==> config.mk <==
export PLATFORM = sky130hd
export DESIGN_NAME = cpmbc_fifo
export DESIGN_NICKNAME = d
export VERILOG_FILES = /design/src/rtl/cpmbc_pkg.sv /design/src/rtl/cpmbc_fifo.sv
export SDC_FILE = /design/constraint.sdc
export NUM_CORES = 1
export LEC_CHECK = 0
export BUFFER_PORTS_ARGS = -buffer_cell sky130_fd_sc_hd__buf_4
export CAP_MARGIN = 40
export CORE_AREA = 2 2 298 300
export DETAILED_ROUTE_END_ITERATION = 12
export DIE_AREA = 0 0 300 302
export SLEW_MARGIN = 40
export SYNTH_ARGS = -nofsm -noshare
export SYNTH_HDL_FRONTEND = slang
export SYNTH_SLANG_ARGS = --single-unit
==> constraint.sdc <==
create_clock -name clk_i -period 23.5 [get_ports clk_i]
set_input_delay 4.7 -clock clk_i [delete_from_list [all_inputs] [get_ports clk_i]]
set_output_delay 4.7 -clock clk_i [all_outputs]
set_load 0.02 [all_outputs]
==> src/rtl/cpmbc_pkg.sv <==
`timescale 1ns / 1ps
package cpmbc_pkg;

  localparam int unsigned COUNT_WIDTH = 48;
  localparam int unsigned OUT_WIDTH   = 48;
  localparam int unsigned NUM_DRAWS   = 12;
  localparam int unsigned NUM_WARM    = 10;
  localparam int unsigned NUM_HALVES  = 12;

  localparam logic [63:0] SEED_XOR_A = 64'h6A09E667F3BCC909;
  localparam logic [63:0] SEED_XOR_B = 64'hBB67AE8584CAA73B;
  localparam logic [31:0] FLIP_BIT   = 32'h00000040;
  localparam logic [31:0] SIGMA0     = 32'h61707865;
  localparam logic [31:0] SIGMA1     = 32'h3320646e;
  localparam logic [31:0] SIGMA2     = 32'h79622d32;
  localparam logic [31:0] SIGMA3     = 32'h6b206574;

  typedef logic [15:0][31:0] state_t;

  // one queue entry: the twelve drawn words plus the restart flag
  typedef struct packed {
    logic                  restart;
    logic [11:0][31:0]     words;
  } item_t;

  typedef struct packed {
    logic [31:0] a;
    logic [31:0] b;
    logic [31:0] c;
    logic [31:0] d;
  } quad_t;

  function automatic logic [31:0] rotl(input logic [31:0] v, input int unsigned n);
    rotl = (v << n) | (v >> (32 - n));
  endfunction

  // half of a quarter round: two adds, two xors, two rotates
  function automatic quad_t qr_half(input logic [31:0] a, input logic [31:0] b,
                                    input logic [31:0] c, input logic [31:0] d,
                                    input logic second);
    quad_t q;
    q.a = a + b;
    q.d = second ? rotl(d ^ q.a, 8) : rotl(d ^ q.a, 16);
    q.c = c + q.d;
    q.b = second ? rotl(b ^ q.c, 7) : rotl(b ^ q.c, 12);
    return q;
  endfunction

  // one half step of a column or diagonal round over the whole state
  function automatic state_t round_half(input state_t w, input logic diag,
                                        input logic second);
    state_t col;
    state_t dg;
    quad_t  q;
    col = w;
    dg  = w;
    for (int i = 0; i < 4; i++) begin
      q = qr_half(w[i], w[4 + i], w[8 + i], w[12 + i], second);
      col[i] = q.a; col[4 + i] = q.b; col[8 + i] = q.c; col[12 + i] = q.d;
      q = qr_half(w[i], w[4 + ((i + 1) % 4)], w[8 + ((i + 2) % 4)],
                  w[12 + ((i + 3) % 4)], second);
      dg[i] = q.a; dg[4 + ((i + 1) % 4)] = q.b;
      dg[8 + ((i + 2) % 4)] = q.c; dg[12 + ((i + 3) % 4)] = q.d;
    end
    return diag ? dg : col;
  endfunction

  // fixed linear plus quadratic mask over the difference
  function automatic logic eval_mask(input state_t d);
    logic r;
    r = d[0][16] ^ d[0][0]
      ^ d[1][23] ^ d[1][12] ^ d[1][11] ^ d[1][7] ^ d[1][0]
      ^ d[2][24] ^ d[2][19] ^ d[2][18] ^ d[2][16] ^ d[2][8] ^ d[2][7] ^ d[2][0]
      ^ d[4][19] ^ d[4][13] ^ d[4][7]
      ^ d[5][7]
      ^ d[6][19] ^ d[6][14] ^ d[6][7]
      ^ d[7][26] ^ d[7][15] ^ d[7][7] ^ d[7][6]
      ^ d[8][31] ^ d[8][19] ^ d[8][8] ^ d[8][0]
      ^ d[9][26] ^ d[9][12] ^ d[9][6] ^ d[9][0]
      ^ d[10][0]
      ^ d[11][7]
      ^ d[12][31] ^ d[12][20] ^ d[12][19] ^ d[12][12] ^ d[12][0]
      ^ d[13][27] ^ d[13][26] ^ d[13][24] ^ d[13][15] ^ d[13][0]
      ^ d[14][26] ^ d[14][8]
      ^ d[15][24];
    r ^= ~d[1][6] & (d[6][13] ^ d[11][6]);
    r ^= ~(d[1][6] ^ d[6][13] ^ d[11][6]) & ~d[1][5] & (d[6][12] ^ d[11][5]);
    r ^= ~d[11][11] & d[12][11];
    r ^= ~(d[11][11] ^ d[12][11]) & ~d[11][10] & d[12][10];
    r ^= ~d[2][7] & (d[7][14] ^ d[8][7]);
    r ^= ~(d[2][7] ^ d[7][14] ^ d[8][7]) & ~d[2][6] & (d[7][13] ^ d[8][6]);
    r ^= ~d[9][25] & d[14][25];
    r ^= ~(d[9][25] ^ d[14][25]) & ~d[9][24] & d[14][24];
    return r;
  endfunction

endpackage

==> src/rtl/cpmbc_fifo.sv <==
`timescale 1ns / 1ps
module cpmbc_fifo (
  input  logic             clk_i,
  input  logic             rst_ni,
  input  logic             push_i,
  input  cpmbc_pkg::item_t data_i,
  output logic             full_o,
  input  logic             pop_i,
  output logic             valid_o,
  output cpmbc_pkg::item_t data_o
);

  cpmbc_pkg::item_t mem_q [2];
  logic             wp_q, rp_q;
  logic [1:0]       cnt_q;

  assign full_o  = (cnt_q == 2'd2);
  assign valid_o = (cnt_q != 2'd0);
  assign data_o  = mem_q[rp_q];

  always_ff @(posedge clk_i) begin
    if (push_i) mem_q[wp_q] <= data_i;
  end

  always_ff @(posedge clk_i or negedge rst_ni) begin
    if (!rst_ni) begin
      wp_q  <= 1'b0;
      rp_q  <= 1'b0;
      cnt_q <= '0;
    end else begin
      if (push_i) wp_q <= ~wp_q;
      if (pop_i)  rp_q <= ~rp_q;
      cnt_q <= cnt_q + {1'b0, push_i} - {1'b0, pop_i};
    end
  end

endmodule

==> summary.md <==
| Metric | Value |
|---|---|
| Drt initial violations | `just under 800` |
| Max FO, Critical Path | `76` |
| Avg Vias per Cell | `4.40` |
| Post-synth ARST share | `0.00517` |
| Setup Fix Bufs, Post-CTS | `0` |
| Synthesized flop and latch total | `774` |
| Routed met2 length | `34,500 microns` |
| CP max stage delay | `around 600 ps` |
| Power per Cell Area | `126 nW/um^2` |
| Vias | `14,400` |
| Synth unique cells | `12` |
| Crit Reg-Reg Endpoint | `mem_q[0][81]` |
| Drt wl/cell | `around 21 microns` |
| Period minus WS final | `7730 ps` |
| Worst min path class | `flop to flop` |
| Reg2reg path depth | `4` |
| Fill count | `7,766` |
| Fin crit share | `0.329` |
| Top cells by area, synth | `edfxtp_1 (82%), mux2_2 (15%), buf_6 (1.6%)` |
| Pins Over Slew Limit | `0` |
| # DRC | `0` |
| CP startpoint kind | `flop` |
| Static leakage | `0.0140 uW` |
| Final TNS setup | `0 ps` |
| Most frequent cell after synthesis | `edfxtp_1` |
| Post-DP HPWL | `about 48,000 microns` |
| Syn Inst Count | `1,213` |
| CP dominant cell by count | `buf_6` |
| Synthesized area | `roughly 28,000 sq um` |
| Highest layer used for signal routing | `met5` |
| CTS sink cnt | `774` |
| CP Cell Sequence | `buf_6, buf_6, mux2_2, buf_4` |
| Final Hold Viols | `0` |
| Ys flop type | `edfxtp_1` |
| Initial DRT Pass Iterations | `4` |
| Die Width | `300 microns` |
| CP delay by family, top | `buffers and inverters` |
| Max-cap viol count | `0` |
| FF-to-FF Start | `wp_q` |
| Area leader, netlist | `edfxtp_1` |
| Std-Cell Rows | `109` |
| Syn avg cell area | `23.2 sq um` |
| Worst-Skew Late Latency | `620 ps` |
| Die height | `a little over 300 microns` |
| Hold path cells | `1` |
| Number of setup violations in the final report | `0` |
| Clock Path Buffers | `3` |
| TritonCTS clock tree | `done` |
| WHS Endpoint | `wp_q` |
| Core outline area | `approximately 88,000 sq um` |
| Post-synth top area share | `0.822` |
| # nets final | `2,439` |
| Starting Density | `0.321` |
| Hold-fix buffers at CTS | `0` |
| Yosys warning count | `0` |
| Worst-Margin Slew | `763 ps` |
| Met1 wire length | `24,100 microns` |
| CP endpoint kind | `output port` |
| Crit path from | `rp_q` |
| Die Footprint | `90,600 sq um` |
| IO buf count | `775` |
| Worst slack, placed | `15,820 ps` |
| Post-synth EDFFs | `770` |
| Slowest CP cell | `buf_6` |
| Total gr overflow | `0` |
| CP Buf/Inv Count | `3` |
| R2R setup slack | `20,480 ps` |
| P&R area growth vs syn | `34.8%` |
| Setup WS post-layout | `15,770 ps` |
| Total power | `4790 uW` |
| # resized after CTS | `0` |
| Vias in the first global route | `between 15,000 and 20,000` |
| Worst path required time | `around 19,000 ps` |
| Most instantiated cells after synthesis | `edfxtp_1 (770), mux2_2 (385), buf_6 (39)` |
| Ant. Diodes | `0` |
| Layout cells sized above 1 | `0.615` |
| Root buffer cell | `clkbuf_16` |
| Clock transition at path regs | `60 ps` |
| GRT Overall Usage | `0.141` |
| Arr. time, crit path | `between 3000 and 4000 ps` |
| Worst Hold Margin | `~550 ps` |
| I/O pins | `776` |
| WL final | `67,600 microns` |
| Hold Startpoint | `wp_q` |
| ANT nets after route | `0` |
| Util after Layout | `0.433` |
| Initial antenna violation count | `2` |
| RSZ-0062 raised after global routing | `false` |
| Wire length on met3 | `6510 microns` |
| Seq/Total Area, Yosys | `0.826` |
| Crit path kind | `flop to output port` |
| Fmax | `129 MHz` |
| Htree depth | `3` |
| Worst Clk Skew | `28.0 ps` |
| Pin count of the biggest net entering global routing | `99` |
| Outcome | `complete, no violations` |
| Post-Syn Nets | `1,604` |
| CTS buffer count | `82` |
| Final GP Congestion | `roughly 0.84` |
| Maximum vdd drop | `0.0732 mV` |
| First-pass GRT wire length | `95,900 microns` |
| Worst rel slew slack | `0.491` |
power breakdown:
part           leakage [uW]  internal (uW)  total (uW)  switching, uW
Clock               0.00127            715        1250            531
Combinational       0.00546            721        1650            925
Sequential          0.00727           1830        1890           62.6
Total                0.0140           3270        4790           1520
kinds of logic (layout without fill, tap and decap cells):
| family | count (synthesis) | in the layout | share of synthesized area |
|---|---|---|---|
| XOR/XNOR | 3 | 3 | 0.00147 |
| AND/OR/NAND/NOR | 4 | 4 | 0.000890 |
| adder cells (fa/ha/maj) | 2 | 2 | 0.000890 |
| multiplexers | 385 | 385 | 0.154 |
| buffers and inverters | 45 | 948 | 0.0166 |
| flip-flops | 774 | 774 | 0.826 |
worst max-delay path by stage:
| stage | end | slack (ps) | depth (start not counted) |
|---|---|---|---|
| after floorplan | mem_q[0][0] | 1090 | 1 |
| after global placement | data_o[61] | 15330 | 4 |
| after detailed placement | mem_q[0][57] | 15820 | 5 |
| after CTS | data_o[75] | 15490 | 4 |
| after global routing | data_o[75] | 15630 | 4 |
| final | data_o[75] | 15770 | 4 |
cells in the final DEF (no fill, tap or decap):
cell | Yosys | routed
clkbuf_16 | 0 | 82
clkinvlp_4 | 0 | 4
edfxtp_1 | 770 | 770
xor3_1 | 1 | 1
buf_6 | 39 | 5
bufinv_16 | 0 | 6
buf_12 | 0 | 8
ha_1 | 2 | 2
clkinv_16 | 0 | 1
nor2b_1 | 2 | 1
buf_4 | 0 | 776
dfrtp_4 | 0 | 1
dfrtp_1 | 4 | 3
clkinv_2 | 0 | 20
clkbuf_8 | 0 | 1
inv_6 | 0 | 3
mux2_2 | 385 | 385
or2_2 | 1 | 1
xor2_1 | 2 | 2
inv_1 | 2 | 2
and2_4 | 0 | 1
buf_16 | 0 | 4
clkinv_1 | 0 | 15
nor2b_4 | 0 | 1
clkbuf_1 | 0 | 18
inv_16 | 0 | 3
cell type report:
cell class                      count  area, sq um  share of cell area
Clock buffer                      100         2120              0.0559
Clock inverter                     52          483              0.0127
Inverter                            2         7.51            0.000198
Multi-Input combinational cell    394         4440               0.117
Sequential cell                   774        23200               0.613
Tap cell                         1165         1460              0.0385
Timing Repair Buffer              794         6170               0.163
per-stage QoR:
step	instances	area (sq um)
after global routing	3281	37900
final	3281	37900
after detailed placement	3129	35300
after CTS	3281	37900
after floorplan	1213	28100
after global placement	3120	35100
registers in the layout (all words and copies together), names as in the netlist:
| signal | flops |
|---|---|
| wp_q | 1 |
| rp_q | 1 |
| cnt_q | 2 |
| mem_q | 770 |
metal layers:
metal | GRT usage | up-vias
li1 | - | 6544
met1 | 0.148 | 7149
met2 | 0.251 | 593
met3 | 0.0571 | 154
met4 | 0.0593 | 2
met5 | 0 | -
Power figures use the tool's default switching activity.
