## src/rtl/cpmbc_pkg.sv

```systemverilog
`timescale 1ns / 1ps
package cpmbc_pkg;

  localparam int unsigned COUNT_WIDTH = 48;
  localparam int unsigned OUT_WIDTH   = 48;
  localparam int unsigned NUM_DRAWS   = 12;
  localparam int unsigned NUM_WARM    = 10;
  localparam int unsigned NUM_HALVES  = 12;

  localparam logic [63:0] SEED_XOR_A = 64'h6A09E667F3BCC909;
  localparam logic [63:0] SEED_XOR_B = 64'hBB67AE8584CAA73B;
  localparam logic [31:0] FLIP_BIT   = 32'h00000040;
  localparam logic [31:0] SIGMA0     = 32'h61707865;
  localparam logic [31:0] SIGMA1     = 32'h3320646e;
  localparam logic [31:0] SIGMA2     = 32'h79622d32;
  localparam logic [31:0] SIGMA3     = 32'h6b206574;

  typedef logic [15:0][31:0] state_t;

  // one queue entry: the twelve drawn words plus the restart flag
  typedef struct packed {
    logic                  restart;
    logic [11:0][31:0]     words;
  } item_t;

  typedef struct packed {
    logic [31:0] a;
    logic [31:0] b;
    logic [31:0] c;
    logic [31:0] d;
  } quad_t;

  function automatic logic [31:0] rotl(input logic [31:0] v, input int unsigned n);
    rotl = (v << n) | (v >> (32 - n));
  endfunction

  // half of a quarter round: two adds, two xors, two rotates
  function automatic quad_t qr_half(input logic [31:0] a, input logic [31:0] b,
                                    input logic [31:0] c, input logic [31:0] d,
                                    input logic second);
    quad_t q;
    q.a = a + b;
    q.d = second ? rotl(d ^ q.a, 8) : rotl(d ^ q.a, 16);
    q.c = c + q.d;
    q.b = second ? rotl(b ^ q.c, 7) : rotl(b ^ q.c, 12);
    return q;
  endfunction

  // one half step of a column or diagonal round over the whole state
  function automatic state_t round_half(input state_t w, input logic diag,
                                        input logic second);
    state_t col;
    state_t dg;
    quad_t  q;
    col = w;
    dg  = w;
    for (int i = 0; i < 4; i++) begin
      q = qr_half(w[i], w[4 + i], w[8 + i], w[12 + i], second);
      col[i] = q.a; col[4 + i] = q.b; col[8 + i] = q.c; col[12 + i] = q.d;
      q = qr_half(w[i], w[4 + ((i + 1) % 4)], w[8 + ((i + 2) % 4)],
                  w[12 + ((i + 3) % 4)], second);
      dg[i] = q.a; dg[4 + ((i + 1) % 4)] = q.b;
      dg[8 + ((i + 2) % 4)] = q.c; dg[12 + ((i + 3) % 4)] = q.d;
    end
    return diag ? dg : col;
  endfunction

  // fixed linear plus quadratic mask over the difference
  function automatic logic eval_mask(input state_t d);
    logic r;
    r = d[0][16] ^ d[0][0]
      ^ d[1][23] ^ d[1][12] ^ d[1][11] ^ d[1][7] ^ d[1][0]
      ^ d[2][24] ^ d[2][19] ^ d[2][18] ^ d[2][16] ^ d[2][8] ^ d[2][7] ^ d[2][0]
      ^ d[4][19] ^ d[4][13] ^ d[4][7]
      ^ d[5][7]
      ^ d[6][19] ^ d[6][14] ^ d[6][7]
      ^ d[7][26] ^ d[7][15] ^ d[7][7] ^ d[7][6]
      ^ d[8][31] ^ d[8][19] ^ d[8][8] ^ d[8][0]
      ^ d[9][26] ^ d[9][12] ^ d[9][6] ^ d[9][0]
      ^ d[10][0]
      ^ d[11][7]
      ^ d[12][31] ^ d[12][20] ^ d[12][19] ^ d[12][12] ^ d[12][0]
      ^ d[13][27] ^ d[13][26] ^ d[13][24] ^ d[13][15] ^ d[13][0]
      ^ d[14][26] ^ d[14][8]
      ^ d[15][24];
    r ^= ~d[1][6] & (d[6][13] ^ d[11][6]);
    r ^= ~(d[1][6] ^ d[6][13] ^ d[11][6]) & ~d[1][5] & (d[6][12] ^ d[11][5]);
    r ^= ~d[11][11] & d[12][11];
    r ^= ~(d[11][11] ^ d[12][11]) & ~d[11][10] & d[12][10];
    r ^= ~d[2][7] & (d[7][14] ^ d[8][7]);
    r ^= ~(d[2][7] ^ d[7][14] ^ d[8][7]) & ~d[2][6] & (d[7][13] ^ d[8][6]);
    r ^= ~d[9][25] & d[14][25];
    r ^= ~(d[9][25] ^ d[14][25]) & ~d[9][24] & d[14][24];
    return r;
  endfunction

endpackage

```

## src/rtl/cpmbc_if.sv

```systemverilog
`timescale 1ns / 1ps
interface cpmbc_req_if;
  logic valid;
  logic ready;
  logic restart;
  modport source (output valid, output restart, input ready);
  modport sink   (input valid, input restart, output ready);
endinterface


```

## src/rtl/cpmbc_front.sv

```systemverilog
`timescale 1ns / 1ps
module cpmbc_front (
  input  logic               clk_i,
  input  logic               rst_ni,
  input  logic [63:0]        seed_i,
  cpmbc_req_if.sink          req_i,
  input  logic               full_i,
  output logic               push_o,
  output cpmbc_pkg::item_t   item_o
);

  typedef enum logic [1:0] {F_IDLE, F_WARM, F_DRAW} fstate_e;

  fstate_e          st_q;
  logic [3:0]       cnt_q;
  logic [63:0]      a_q, b_q;
  logic             rflag_q;
  logic [11:0][31:0] buf_q;

  logic        last, draw_en, accept;
  logic [63:0] x, nb;
  logic [31:0] word;

  // xorshift128+ step
  always_comb begin
    x    = a_q ^ (a_q << 23);
    nb   = x ^ b_q ^ (x >> 17) ^ (b_q >> 26);
    word = nb[31:0] + b_q[31:0];
  end

  assign last    = (cnt_q == 4'(cpmbc_pkg::NUM_DRAWS - 1));
  assign draw_en = (st_q == F_WARM) || ((st_q == F_DRAW) && !(last && full_i));
  assign push_o  = (st_q == F_DRAW) && last && !full_i;
  assign req_i.ready = (st_q == F_IDLE) || push_o;
  assign accept  = req_i.valid && req_i.ready;

  // entry carries the current draw as word 11
  always_comb begin
    item_o.restart = rflag_q;
    item_o.words   = buf_q;
    item_o.words[11] = word;
  end

  always_ff @(posedge clk_i or negedge rst_ni) begin
    if (!rst_ni) begin
      st_q    <= F_IDLE;
      cnt_q   <= '0;
      a_q     <= '0;
      b_q     <= '0;
      rflag_q <= 1'b0;
    end else begin
      if (draw_en) begin
        a_q <= b_q;
        b_q <= nb;
      end
      case (st_q)
        F_WARM: begin
          if (cnt_q == 4'(cpmbc_pkg::NUM_WARM - 1)) begin
            st_q  <= F_DRAW;
            cnt_q <= '0;
          end else begin
            cnt_q <= cnt_q + 4'd1;
          end
        end
        F_DRAW: begin
          if (draw_en) begin
            cnt_q <= cnt_q + 4'd1;
            if (last) st_q <= F_IDLE;
          end
        end
        default: ;
      endcase
      // a new transaction overrides the end of the previous one
      if (accept) begin
        rflag_q <= req_i.restart;
        cnt_q   <= '0;
        if (req_i.restart) begin
          a_q  <= seed_i ^ cpmbc_pkg::SEED_XOR_A;
          b_q  <= seed_i ^ cpmbc_pkg::SEED_XOR_B;
          st_q <= F_WARM;
        end else begin
          st_q <= F_DRAW;
        end
      end
    end
  end

  // word buffer, no reset needed
  always_ff @(posedge clk_i) begin
    if ((st_q == F_DRAW) && draw_en && !last) buf_q[cnt_q] <= word;
  end

endmodule

```

## src/flat_wrapper.sv

```systemverilog
// flat-port wrapper written by rule: the top's interface ports become plain ports
module cpmbc_front_flat 
  (clk_i, rst_ni, seed_i, full_i, push_o, item_o, req_i_valid, req_i_restart, req_i_ready);
  cpmbc_req_if req_i_i ();
  input  logic clk_i;
  input  logic rst_ni;
  input  logic [63:0] seed_i;
  input  logic full_i;
  output logic push_o;
  output cpmbc_pkg::item_t item_o;
  input wire logic [$bits(req_i_i.valid)-1:0] req_i_valid;
  input wire logic [$bits(req_i_i.restart)-1:0] req_i_restart;
  output wire logic [$bits(req_i_i.ready)-1:0] req_i_ready;
  assign req_i_i.valid = req_i_valid;
  assign req_i_i.restart = req_i_restart;
  assign req_i_ready = req_i_i.ready;
  cpmbc_front u_core (.clk_i(clk_i), .rst_ni(rst_ni), .seed_i(seed_i), .req_i(req_i_i), .full_i(full_i), .push_o(push_o), .item_o(item_o));
endmodule
```

## config.mk

```make
export PLATFORM = sky130hd
export DESIGN_NAME = cpmbc_front_flat
export DESIGN_NICKNAME = d
export VERILOG_FILES = /design/src/rtl/cpmbc_pkg.sv /design/src/rtl/cpmbc_if.sv /design/src/rtl/cpmbc_front.sv /design/src/flat_wrapper.sv
export SDC_FILE = /design/constraint.sdc
export NUM_CORES = 1
export LEC_CHECK = 0
export ABC_AREA = 1
export BUFFER_PORTS_ARGS = -buffer_cell sky130_fd_sc_hd__buf_2
export CAP_MARGIN = 30
export CORE_UTILIZATION = 43
export CTS_BUF_LIST = sky130_fd_sc_hd__clkbuf_4 sky130_fd_sc_hd__clkbuf_8
export CTS_CLUSTER_DIAMETER = 150
export DETAILED_ROUTE_END_ITERATION = 16
export PLACE_DENSITY = 0.72
export SYNTH_ARGS = -nofsm -noshare
export SYNTH_HDL_FRONTEND = slang
export SYNTH_SLANG_ARGS = --single-unit
```

## constraint.sdc

```tcl
create_clock -name clk_i -period 6.28 [get_ports clk_i]
set_input_delay 1.884 -clock clk_i [delete_from_list [all_inputs] [get_ports clk_i]]
set_output_delay 1.884 -clock clk_i [all_outputs]
set_load 0.05 [all_outputs]
```

==> results of run 1 <==
## cell type report
type | instances | area, sq um | area share
clock buffer | 105 | 1290 | 0.0480
clock inverter | 32 | 245 | 0.00913
inverter | 339 | 1270 | 0.0474
multi-input combinational | 1322 | 6630 | 0.247
sequential | 487 | 13900 | 0.519
tap | 672 | 841 | 0.0313
timing repair buffer | 493 | 2640 | 0.0982
## flip-flops by register name, summed over array words and instances, names as in the netlist
register / count
u_core.a_q: 64
u_core.b_q: 64
u_core.st_q: 2
u_core.cnt_q: 4
u_core.rflag_q: 1
u_core.item_o: 352
## worst paths after layout
path / slack [ns] / endpoint / start / cells after the start
max in group asynchronous: 4.51 / u_core.a_q[43] / rst_ni / 2
min: 0.47 / u_core.rflag_q / u_core.rflag_q / 2
max reg2reg: 2.93 / u_core.item_o[239] / u_core.b_q[6] / 14
min in group asynchronous: 1.07 / u_core.a_q[33] / rst_ni / 1
max: 0.41 / item_o[366] / u_core.b_q[26] / 12
min reg2reg: 0.47 / u_core.rflag_q / u_core.rflag_q / 2
## cell families (layout without fill, tap and decap cells)
group / after synthesis / count (layout)
fa+ha+maj: 44 / 44
xor+xnor: 109 / 109
simple gates: 959 / 959
compound gates: 210 / 210
flops: 487 / 487
buf+inv: 391 / 969
## routing by layer
metal | global-route usage | up-vias | wire (um)
met5 | 0 | - | 0
met4 | 0.0938 | 0 | 1950
met3 | 0.0388 | 109 | 4520
met2 | 0.409 | 738 | 30900
met1 | 0.306 | 8042 | 26000
li1 | - | 8109 | -
## cells in the final DEF (no fill, tap or decap), drive strengths merged
| cell | n |
|---|---|
| dfrtp | 135 |
| ha | 43 |
| xnor2 | 50 |
| nand2 | 689 |
| o211ai | 5 |
| clkbuf | 105 |
| nor4 | 2 |
| and2 | 10 |
| o21bai | 32 |
| nand2b | 4 |
| nand3b | 3 |
| xor2 | 59 |
| nand3 | 109 |
| a21o | 3 |
| nor3 | 3 |
| nor2 | 109 |
| fa | 1 |
| o21ai | 123 |
| clkinv | 26 |
| clkinvlp | 1 |
| a21boi | 4 |
| or2 | 24 |
| nand4 | 6 |
| a21oi | 43 |
| bufinv | 2 |
| edfxtp | 352 |
| buf | 493 |
| inv | 342 |
## critical path: cells and delay by family (launching register included)
family	cells	cell delay (ns)
flip-flops	1	0.46
adder cells (fa/ha/maj)	2	0.67
AND/OR/NAND/NOR	4	0.44
XOR/XNOR	3	1.19
buffers and inverters	3	0.56
## cell usage after synthesis (all sizes together) (5+ instances only)
| cell | count |
|---|---|
| o21bai | 32 |
| or2 | 24 |
| edfxtp | 352 |
| o21ai | 123 |
| xnor2 | 50 |
| ha | 43 |
| nand3 | 109 |
| clkbuf | 17 |
| and2 | 10 |
| dfrtp | 135 |
| nor2 | 109 |
| xor2 | 59 |
| o211ai | 5 |
| nand4 | 6 |
| a21oi | 43 |
| inv | 339 |
| nand2 | 689 |
| buf | 35 |
## metrics by stage
stage | utilization | area [sq um] | hold WS [ns] | setup slack [ns]
final | 0.533 | 26900 | 0.471 | 0.408
after global routing | 0.533 | 26900 | 0.517 | 0.0310
after CTS | 0.533 | 26900 | 0.477 | 0.274
after detailed placement | 0.503 | 25300 | 0.462 | 1.04
after global placement | 0.501 | 25200 | 0.455 | 1.07
after floorplan | - | 22100 | 0.443 | 1.42
==> impl_results.md, run 1 <==
* Post-synthesis mux area share at 0
* Share of post-route cells with drive strength above 1 at 0.229
* WP data arrival at ~4 ns
* Post-synthesis simple-gate area fraction at 0.176
* Fin crit period at approximately 5.9 ns
* Avg Cell Area, Syn at 10.0 sq um
* H-Tree Depth at 3
* Hpwl dp at 46.6 mm
* Full die area at 52200 sq um
* Worst-path fanout max at 12
* Area grow syn2layout at 21.7%
* Non-Filler Instances at between 3k and 4k
* GRT Total Usage at 0.240
* First-pass GRT wire length at roughly 95 mm
* Post-CTS Setup Repair Bufs at 0
* # placed instances at ~3.3k
* Reg clk slew, reported paths at roughly 0.06 ns
* Netlist cell types at 36
* Area contributors post-synth: edfxtp_1 (48%), dfrtp_1 (15%), nand2_1 (12%)
* Async SR Flop Fraction at 0.277
* Vias per cell at 4.93
* CTS tree: yes
* Vias in the first global route at around 16k
* Worst path cell trace: xor2_1 > xnor2_1 > ha_1 > inv_1 > fa_1 > inv_1 > nand2_1 > nand3_1 > nand2_1 > nand2_1 > xor2_1 > buf_2
* Final-report hold violation count at 0
* Fmax at 170 MHz
* IO Count at between 400 and 500
* Most common flop cell mapped by yosys: edfxtp_1
* Critical path endpoint category: output pin
* Max Transition Viols Final at 0
* Clock Skews at 0.0424 ns
* Die width at 229 um
* Total congestion overflow at 0
* Complex-gate fraction of the synthesized area at 0.0531
* Yosys top cell area share at 0.479
* Core area at 50400 sq um
* Post-CTS resize count at 0
* Setup crit start kind: flip-flop
* Post-CTS Hold Buffers at 0
* Syn Nets at 2313
* Yosys Warn Count at 0
* CP max stage cell: xor2_1
* CTS buffer count at slightly below 80
* Synth Cell Area at approximately 22000 sq um
* Detailed Route WL at 63.4 mm
* Adder-Cell Fraction of Synth Area at 0.0253
* Critical path's largest stage delay at roughly 0.73 ns
* Status: finished clean
* Total negative setup slack at 0 ns
* Post-synthesis sequential area ratio at 0.632
* Register bit count reported by yosys at 487
* Drt wl/cell at 18.4 um
* Initial Util at 0.438
* Die Span Y at 229 um
* Hold/Removal Path Class: reg -> reg
* Clk_lat worst skew at approximately 0.68 ns
* Starting DRT DRC Count at between 1k and 1.5k
* Row count at between 80 and 90
* Crit-path most repeated cell: nand2_1
* CTS sink cnt at between 400 and 500
* Post-route clock period utilization at 0.935
* Slew @ Worst Pin at between 0.9 and 1 ns
* Cell count after synthesis at ~2.2k
* Final setup violation count at 0
* Unrepaired setup endpoints after global routing: false
* Ant diodes at 0
* Max Cap Viol at 0
* Clock Tree Root: clkbuf_8
* Synth area leader: edfxtp_1
* Fillers at roughly 4.5k
* Final ANT Viol Nets at 0
* Post-synth EDFFs at 352
* Worst-case clock buffer depth at 3
* RePlAce Congestion at between 0.9 and 1
* Nets at between 2k and 3k
* IO Port Bufs at ~460
* XOR/XNOR share of the synthesized area at 0.0433
* Initial antenna violation count at 0
* Max-slew headroom at 0.350
* DR vias at between 15k and 20k
* Residual DRC count at 0
* DRT Pass-1 Iters at 6
* Largest family of logic cells by synthesized area: simple AND/OR/NAND/NOR gates
* Setup CP Type: reg -> out
* Required time worst endpoint at ~4.4 ns
* Largest net degree at the start of global routing at around 100
Power of run 1 is not shown: default switching activity piles up to over one toggle a cycle in this logic, so the estimate is an artifact.
==> inputs of run 2 (changes only) <==
clock period = 6.8 ns   (was 6.28 ns; I/O delays follow)
==> impl_results.md, run 2 (synthesis results as in run 1) <==
* Worst Hold Slack at roughly 0.48 ns
* Required time worst endpoint at 4.76 ns
* Setup CP Type: reg -> out
* Non-Filler Instances at around 3.4k
* Worst Reg2Reg Path Length in Cells at 11
* # placed instances at ~3.3k
* Initial Util at 0.438
* First-pass GRT wire length at 95.8 mm
* Max Cap Viol at 0
* Core Util, Final at 0.532
* WP data arrival at about 4 ns
* Max-slew headroom at 0.339
* Final ANT Viol Nets at 0
* Final-report hold violation count at 0
* Worst-path fanout max at 12
* Area grow syn2layout at 21.5%
* Worst path bufs/invs at 1
* Clk_lat worst skew at 0.68 ns
* Vias in the first global route at ~16k
* Slew @ Worst Pin at 0.991 ns
* Post-CTS resize count at 0
* IO Port Bufs at 455
* Nets at 2828
* Setup crit start kind: flip-flop
* Row count at between 80 and 90
* Fmax at ~170 MHz
* Critical path endpoint category: output pin
* Total congestion overflow at 0
* Core area at 50400 sq um
* DR vias at approximately 17k
* Crit-path most repeated cell: nand2_1
* Crit-path leading delay family: simple AND/OR/NAND/NOR gates
* CTS buffer count at 77
* CP max stage cell: xor2_1
* Starting DRT DRC Count at roughly 1.6k
* Vias per cell at just under 5
* Final setup violation count at 0
* Clock Tree Root: clkbuf_8
* DRT Pass-1 Iters at 6
* Unrepaired setup endpoints after global routing: false
* IO Count at about 460
* CTS tree: yes
* Total negative setup slack at 0 ns
* Fillers at 4407
* Share of post-route cells with drive strength above 1 at 0.228
* Die width at approximately 230 um
* Fin crit period at 5.99 ns
* Initial antenna violation count at 0
* Most frequent cells in the layout: nand2_1 (687), buf_2 (454), edfxtp_1 (352)
* RePlAce Congestion at approximately 0.94
* H-Tree Depth at 3
* Drt wl/cell at 18.7 um
* Critical path's largest stage delay at between 0.6 and 0.7 ns
* Area of the multi-input gates at around 6600 sq um
* Hold Path Stages at 2
* Worst-case clock buffer depth at 3
* GRT Total Usage at 0.242
* Largest net degree at the start of global routing at between 90 and 100
* Hpwl dp at about 47 mm
* Max Transition Viols Final at 0
* Residual DRC count at 0
* Detailed Route WL at 64.2 mm
* Commonest non-fill, non-tap cell in the layout: nand2_1
* Post-CTS Setup Repair Bufs at 0
* Post-route clock period utilization at 0.880
* CTS sink cnt at between 400 and 500
* Max reg flops at approximately 350
* Worst path cell trace: xnor2_1 > or2_2 > nand2_1 > nand2_1 > and2_1 > ha_1 > nand2_1 > nor3_1 > nand2_1 > nand2_1 > xor2_1 > buf_2
* Hold/Removal Path Class: reg -> reg
* Clock Skews at 0.0441 ns
* Critical Path Stages at 12
* Die Span Y at around 230 um
* Reg clk slew, reported paths at 0.06 ns
* Status: finished clean
* Register area at around 14000 sq um
* Ant diodes at 0
* Full die area at 52200 sq um
* Post-CTS Hold Buffers at 0
run 2: metrics by stage:
stage,setup WS [ns],instance area [sq um]
after global placement,1.57,25200
after global routing,0.545,26800
after detailed placement,1.54,25200
after floorplan,1.78,22100
after CTS,0.764,26800
final,0.815,26800
run 2: layout make-up:
| class | count | area share |
|---|---|---|
| well taps | 672 | 0.0314 |
| repair buffers | 488 | 0.0952 |
| flip-flops and latches | 487 | 0.520 |
| inverters | 339 | 0.0475 |
| clock inverters | 25 | 0.00980 |
| clock buffers | 107 | 0.0489 |
| multi-input cells | 1322 | 0.247 |
run 2: worst paths after layout:
check | start | endpoint | slack (ns)
setup / recovery | u_core.b_q[7] | item_o[366] | 0.81
min in group asynchronous | rst_ni | u_core.a_q[50] | 1.38
hold / removal | u_core.rflag_q | u_core.rflag_q | 0.48
hold reg to reg | u_core.rflag_q | u_core.rflag_q | 0.48
max in group asynchronous | rst_ni | u_core.cnt_q[0] | 4.21
setup reg to reg | u_core.b_q[7] | u_core.item_o[270] | 3.60
run 2: worst reg2reg max path, stage by stage (launching register included):
cell	delay, ns
dfrtp_1	0.43
xnor2_1	0.16
or2_2	0.29
nand2_1	0.07
nand2_1	0.06
and2_1	0.14
ha_1	0.45
nand2_1	0.17
nor3_1	0.20
nand2_1	0.08
nand2_1	0.17
xor2_1	0.65
run 2: metal layers:
metal	track usage	vias to the layer above	wire, um	share of wire
met5	0	-	0	0
met1	0.312	8169	26700	0.42
li1	-	8085	-	-
met2	0.403	733	30800	0.48
met4	0.0969	0	2240	0.035
met3	0.0444	126	4430	0.069
Power of run 2 is left out for the same reason.
